File: src/rtl/pcnb_pkg.sv
// ----------------------------------------------------------------------------
// pcnb_pkg
// shared widths, reset values and register indexes of the cell neighbor unit
// ----------------------------------------------------------------------------
package pcnb_pkg;

    localparam int CELLS_MAX_DEF = 64;
    localparam int POS_W         = 32;
    localparam int BOX_W         = 32;
    localparam int CREG_W        = 7;
    localparam int IDX_W         = 18;
    localparam int CFG_IDX_W     = 3;
    localparam int CFG_DATA_W    = 32;
    localparam int MAX_RESULTS   = 27;

    localparam logic [CREG_W-1:0] CELLS_RST = CREG_W'(1);
    localparam logic [BOX_W-1:0]  BOX_RST   = 32'h0001_0000;

    typedef enum logic [CFG_IDX_W-1:0] {
        CFG_CELLS_X = 3'd0,
        CFG_CELLS_Y = 3'd1,
        CFG_CELLS_Z = 3'd2,
        CFG_BOX_X   = 3'd3,
        CFG_BOX_Y   = 3'd4,
        CFG_BOX_Z   = 3'd5
    } t_cfg_reg;

endpackage

File: src/rtl/pcnb_axis_div.sv
// ----------------------------------------------------------------------------
// pcnb_axis_div
// home cell of one axis: floor(cells*pos/box) clamped to cells-1, pipelined
// ----------------------------------------------------------------------------
module pcnb_axis_div #(
    parameter int CELLS_MAX = pcnb_pkg::CELLS_MAX_DEF,
    localparam int CW = $clog2(CELLS_MAX + 1),
    localparam int QW = (CELLS_MAX > 1) ? $clog2(CELLS_MAX) : 1
) (
    input  logic                       i_clk,
    input  logic                       i_en,
    input  logic [pcnb_pkg::POS_W-1:0] i_pos,
    input  logic [CW-1:0]              i_cells,
    input  logic [pcnb_pkg::BOX_W-1:0] i_box,
    output logic [QW-1:0]              o_home
);
    import pcnb_pkg::*;

    localparam int NW = CW + POS_W;
    localparam int DW = NW + 1;

    logic [NW-1:0] r_num;
    logic [NW-1:0] r_rem [QW];
    logic [QW-1:0] r_q   [QW];
    logic          r_ovf [QW];
    logic [QW-1:0] r_home;
    logic [QW-1:0] h_sat;
    logic [CW-1:0] cm1;

    // numerator
    always_ff @(posedge i_clk) begin
        if (i_en) begin
            r_num <= NW'(i_cells) * NW'(i_pos);
        end
    end

    // one restoring step per stage, msb first
    for (genvar j = 0; j < QW; j++) begin : g_step
        logic [NW-1:0] rem_in;
        logic [QW-1:0] q_in;
        logic          ovf_in;
        logic [DW-1:0] dsr;
        logic          ge;

        if (j == 0) begin : g_first
            // quotient would not fit the result width
            assign rem_in = r_num;
            assign q_in   = '0;
            assign ovf_in = ({1'b0, r_num} >= (DW'(i_box) << QW));
        end else begin : g_next
            assign rem_in = r_rem[j-1];
            assign q_in   = r_q[j-1];
            assign ovf_in = r_ovf[j-1];
        end

        assign dsr = DW'(i_box) << (QW - 1 - j);
        assign ge  = ({1'b0, rem_in} >= dsr);

        always_ff @(posedge i_clk) begin
            if (i_en) begin
                r_rem[j] <= ge ? NW'({1'b0, rem_in} - dsr) : rem_in;
                r_q[j]   <= q_in | (ge ? (QW'(1) << (QW - 1 - j)) : QW'(0));
                r_ovf[j] <= ovf_in;
            end
        end
    end

    always_comb begin
        h_sat = r_ovf[QW-1] ? '1 : r_q[QW-1];
        cm1   = i_cells - CW'(1);
    end

    always_ff @(posedge i_clk) begin
        if (i_en) begin
            r_home <= (CW'(h_sat) > cm1) ? QW'(cm1) : h_sat;
        end
    end

    assign o_home = r_home;

endmodule

File: config.mk
export PLATFORM = sky130hd
export DESIGN_NAME = pcnb_axis_div
export DESIGN_NICKNAME = d
export VERILOG_FILES = /design/src/rtl/pcnb_pkg.sv /design/src/rtl/pcnb_axis_div.sv
export SDC_FILE = /design/constraint.sdc
export NUM_CORES = 1
export LEC_CHECK = 0
export ABC_CLOCK_PERIOD_IN_PS = 9340
export BUFFER_PORTS_ARGS = -buffer_cell sky130_fd_sc_hd__buf_2
export CORE_ASPECT_RATIO = 0.9
export CORE_MARGIN = 3
export CORE_UTILIZATION = 40
export DETAILED_ROUTE_END_ITERATION = 6
export MAX_ROUTING_LAYER = met4
export SLEW_MARGIN = 15
export SYNTH_ARGS = -nofsm -noshare
export SYNTH_HDL_FRONTEND = slang
export SYNTH_SLANG_ARGS = --single-unit
File: constraint.sdc
create_clock -name i_clk -period 9.34 [get_ports i_clk]
set_input_delay 0.934 -clock i_clk [delete_from_list [all_inputs] [get_ports i_clk]]
set_output_delay 0.934 -clock i_clk [all_outputs]
set_load 0.01 [all_outputs]
[Yosys cells after proc, flatten, opt, wreduce, memory -nomap -nowiden]
Memories as Yosys holds them, arrays and structs flattened.
Cells that the tools add are included.
Operators by class
  $add $sub $neg: 7
  $mul: 1
  div/mod/pow operators: 0
  order comparisons: 8
  equality and inequality tests: 0
  shift operators: 0
  muxes and demuxes: 16
  bitwise operators: 5
  reduce and logical (&&, ||, !) cells: 0
Operators with widths (count)
  $mux W39: 6
  $ge A39 B32 Y1: 1
  $ge A39 B33 Y1: 1
  $ge A39 B34 Y1: 1
  $ge A39 B35 Y1: 1
  $ge A39 B36 Y1: 1
  $ge A39 B37 Y1: 1
  $ge A39 B38 Y1: 1
  $mul A7 B32 Y39: 1
  $sub A39 B32 Y39: 1
  $sub A39 B33 Y39: 1
  $sub A39 B34 Y39: 1
  $sub A39 B35 Y39: 1
  $sub A39 B36 Y39: 1
  $sub A39 B37 Y39: 1
  $mux W6: 3
  $gt A6 B7 Y1: 1
  $sub A7 B1 Y7 const B: 1
  $or A6 B1 Y6: 1
  $or A6 B2 Y6: 1
  $or A6 B3 Y6: 1
  $or A6 B4 Y6: 1
  $or A6 B5 Y6: 1
  $mux W5: 1
  4 further kinds: 6
Storage, ports and cells
  flip-flop bits (word level): 45
  bits in latches: 0
  memory bits (writable): 276
  bits in read-only memories: 0
  logic and storage cells: 42
  memories kept: 3
Memory list
  r_rem: words 6, width 39, read ports 5, clocked after memory_dff 0, write ports 6, RTL line pcnb_axis_div.sv:23  | logic [NW-1:0] r_rem [QW];
  r_q: words 6, width 6, read ports 6, clocked after memory_dff 0, write ports 6, RTL line pcnb_axis_div.sv:24  | logic [QW-1:0] r_q [QW];
  r_ovf: words 6, width 1, read ports 6, clocked after memory_dff 0, write ports 6, RTL line pcnb_axis_div.sv:25  | logic r_ovf [QW];

[Longest topological paths before layout]
An unclocked memory read counts as a cell.
  depth after elaboration: 4
  mapped depth: 22

[Worst setup path before layout]
Ideal clock, no wire load.
  kind: in2reg
  from: in i_cells[3]
  to: reg r_num[36], in the netlist g_step[0].rem_in[36], data pin
  library setup time: 259 ps
  data arrival time: 5956 ps
  slack: 3125 ps
  stages: 22
  buffers on the path: 2
  path through: clkbuf_1 clkbuf_1 and2_1 fa_1 inv_1 fa_1 inv_1 fa_1 inv_1 fa_1 inv_1 ha_1 or4_1 a21oi_1 nor3b_1 a31oi_1 a41o_1 o311ai_0 and3_1 a221o_1 a21oi_1 xnor2_1
Between the ends
  cells in the longest elaborated chain, start to end: 1
Ends and longest elaborated chain
  start, declared: RTL line pcnb_axis_div.sv:13  | input logic [CW-1:0] i_cells,
  $mul A7 B32 Y39: RTL line pcnb_axis_div.sv:33  | r_num <= NW'(i_cells) * NW'(i_pos);
  end signal, assigned: RTL line pcnb_axis_div.sv:33
  end, declared: RTL line pcnb_axis_div.sv:22  | logic [NW-1:0] r_num;
No other way between the ends.
A chain may end at the register's enable or synchronous reset.

[Final worst setup path]
  from: in i_cells[6]
  to: reg r_num[36], in the netlist g_step[0].rem_in[36], data pin
Same word-level chain as after synthesis.

==> qor.yml <==
clock_network:
  cts_resized: 0
  clock_latency_ns: 0.55
  cts_hold_buf: 0
  post_cts_buffers: 0
  cts_tree: "built"
  clk_path_buf_depth: 3
  numCtsBuffers: 35
  htreeDepth: 2
  cts_root_buf: "clkbuf_16"
  cts.sinks: 267
  clk_pin_slew_ns: 0.06
setup_path:
  crit_path_end_kind: "flip-flop"
  cp-start-kind: "input pin"
  cp_max_fo: 33
  cp_slowest_stage_delay_ns: 0.65
  crit_top_cell: "fa_1"
  cp_data_required_time_ns: 9.62
  critical_path.cell_chain: "buf_2 -> nand2_1 -> fa_1 -> fa_1 -> inv_1 -> fa_1 -> inv_1 -> fa_1 -> inv_1 -> ha_1 -> o21a_1 -> a21oi_1 -> nor3b_1 -> a31oi_1 -> a41o_1 -> o311ai_0 -> and3_1 -> a221o_1 -> a21oi_1 -> xnor2_1"
  cp.buffers_inverters: 4
  crit_family: "adder cells"
  slowest_stage: "o311ai_0"
  arrival_ns: 6.77
  criticalPathCategory: "input pin to flip-flop"
power:
  total_power_w: 0.00982
  ir_worst_vdd_v: 0.000138
  power_density_nw_per_um2: 334
  p_leak_nw: 12.7
detailed_routing:
  drc_errors: 0
  drtAntennaViolNets: 0
  first_pass_iters: 5
  drtIter0Drc: 1422
  wl_um: 67600
  wl_per_cell_um: 17.8
  viasPerCell: 5.51
  dr_total_vias: 20938
flow_run:
  drv_cap: 0
timing:
  final.setup_skew_ns: 0.0239
  layout_min_cycle_time_ns: 6.49
  max_slew_margin_pct: 29.4
  tightest_slew_ns: 1.05
  rsz0062_at_grt: "false"
  fin_crit_sh_pct: 69.5
  finalSetupViolations: 0
  timing.fmax_mhz: 154
  finalHoldViolations: 0
  drv_slew: 0
  fin_tns_setup_ns: 0
layout:
  drive_above_1_share_pct: 6.51
  fill_cells: 6328
  seqCellArea_sq_um: 8020
  syn_to_final_growth_pct: 8.48
  final_cells: 3797
  diodes: 0
  nNetsFinal: 3421
  multi_input_area_sq_um: 17900
  utilization_pct: 44.3
synth:
  synth_ff_type: "edfxtp_1"
  synth_compound_area_share_pct: 17.4
  ys_warn_count: 0
  ys_seq_area_share_pct: 29.6
  synth_edf_count: 267
  synth_simple_gate_area_share_pct: 16.4
  synth.area.top_cells: "edfxtp_1, ha_1, fa_1"
  synth_top_family_by_area: "adder cells"
  synth.top_cell.area_share_pct: 29.6
  postSynth.asyncResetShare_pct: 0
  synthXorXnorAreaFrac_pct: 5.98
  synthAdderAreaFrac_pct: 24.7
  syn_area_sq_um: 27100
  yosys_register_bits: 267
  post_synth_num_cell_types: 65
  yosysMostFrequentCell: "ha_1"
  postSynthCellCount: 2875
  synth_mux_area_share_pct: 1.54
  synthTopCellsByCount: "ha_1, edfxtp_1, a21oi_1"
  syn_avg_cell_area_sq_um: 9.42
  synth_largest_area_cell: "edfxtp_1"
  synthesis.nets: 3390
placement:
  gp_congestion: 0.906
  dp_hpwl_um: 53000
  port_buffers: 78
  place_inst: 3733
grt:
  grt_max_degree: 183
  grt_pass1_wl_um: 110000
  grt_pass1_vias: 21230
  overflow: 0
  grt.total_usage_pct: 19.7
  antenna_found_initial: 1
floorplanning:
  fp.dieW_um: 280
  coreArea_sq_um: 66300
  io_pins: 79
  start_util_pct: 40.9
  die_area_sq_um: 70900
  num_rows: 89
  fp.dieH_um: 253
min_path:
  hold_class: "flip-flop to flip-flop"
run_status:
  outcome: "finished, final reports clean"
sequential cells by signal, summed over array words and instances (netlist names):
signal,flops
o_home,6
r_rem,195
g_step.rem_in,39
r_ovf,6
r_q,21
metrics by stage:
step	area, sq um	setup WS (ns)	hold WS [ns]
after floorplan	27100	3.13	0.400
after global placement	28300	2.51	0.404
after detailed placement	28300	2.35	0.406
after CTS	29400	2.94	0.419
after global routing	29400	2.54	0.427
final	29400	2.85	0.419
cell type report:
cell class                      count  share of cell area (%)
Multi-Input combinational cell   2298                    60.9
Sequential cell                   267                    27.3
Tap cell                          864                    3.68
Clock buffer                       42                    3.07
Inverter                          219                    2.80
Timing Repair Buffer               85                    1.58
Clock inverter                     22                   0.652
worst paths after layout:
kind,slack (ns),depth (start not counted),startpoint,endpoint
min,0.42,0,r_q[3][4]$_DFFE_PP_,r_q[4][4]$_DFFE_PP_
max reg2reg,5.08,11,g_step[0].rem_in[7]$_DFFE_PP_,r_rem[0][9]$_DFFE_PP_
max,2.85,20,i_cells[6],g_step[0].rem_in[36]$_DFFE_PP_
min reg2reg,0.42,0,r_q[3][4]$_DFFE_PP_,r_q[4][4]$_DFFE_PP_
per-layer routing:
metal  global-route usage [%]  wire (um)  vias to the layer above
met4                     5.93       2040                        0
met2                     31.8      30700                      502
li1                         -          -                    10324
met1                     26.1      32100                    10001
met3                     2.27       2760                      111
met5                        -          0                        -
report_power, final:
part / internal [W] / switching, W / total, W
clock network: 0.000774 / 0.000522 / 0.00130
logic: 0.00258 / 0.00339 / 0.00597
registers: 0.00222 / 0.000340 / 0.00256
total: 0.00557 / 0.00425 / 0.00982
cells in the final DEF, fill, tap and decap left out, types with 11 or more instances in the layout:
master | netlist | final
nand4_1 | 40 | 40
clkbuf_16 | 0 | 35
a21oi_1 | 238 | 238
mux2_2 | 29 | 29
buf_2 | 4 | 77
or3_1 | 12 | 12
a31oi_1 | 23 | 23
nand2_1 | 216 | 216
ha_1 | 288 | 288
and2_1 | 178 | 178
nor3_1 | 40 | 40
nor2b_1 | 35 | 35
inv_1 | 219 | 219
nand3_1 | 51 | 50
o21ai_0 | 178 | 178
nand2b_1 | 36 | 36
fa_1 | 154 | 154
and3_1 | 25 | 25
edfxtp_1 | 267 | 267
nor2_1 | 187 | 187
o31a_1 | 11 | 11
xor2_1 | 89 | 89
a21o_1 | 129 | 129
o21a_1 | 30 | 30
o211ai_1 | 11 | 11
o31ai_1 | 16 | 16
o21bai_1 | 20 | 20
or2_2 | 11 | 11
xnor2_1 | 96 | 96
a211oi_1 | 23 | 23
nor4_1 | 17 | 17
cell families after synthesis:
group / Yosys count
flops: 267
buf+inv: 310
mux: 38
simple gates: 880
compound gates: 753
xor+xnor: 185
fa+ha+maj: 442
Note: power is estimated with default switching activity, not from simulation.
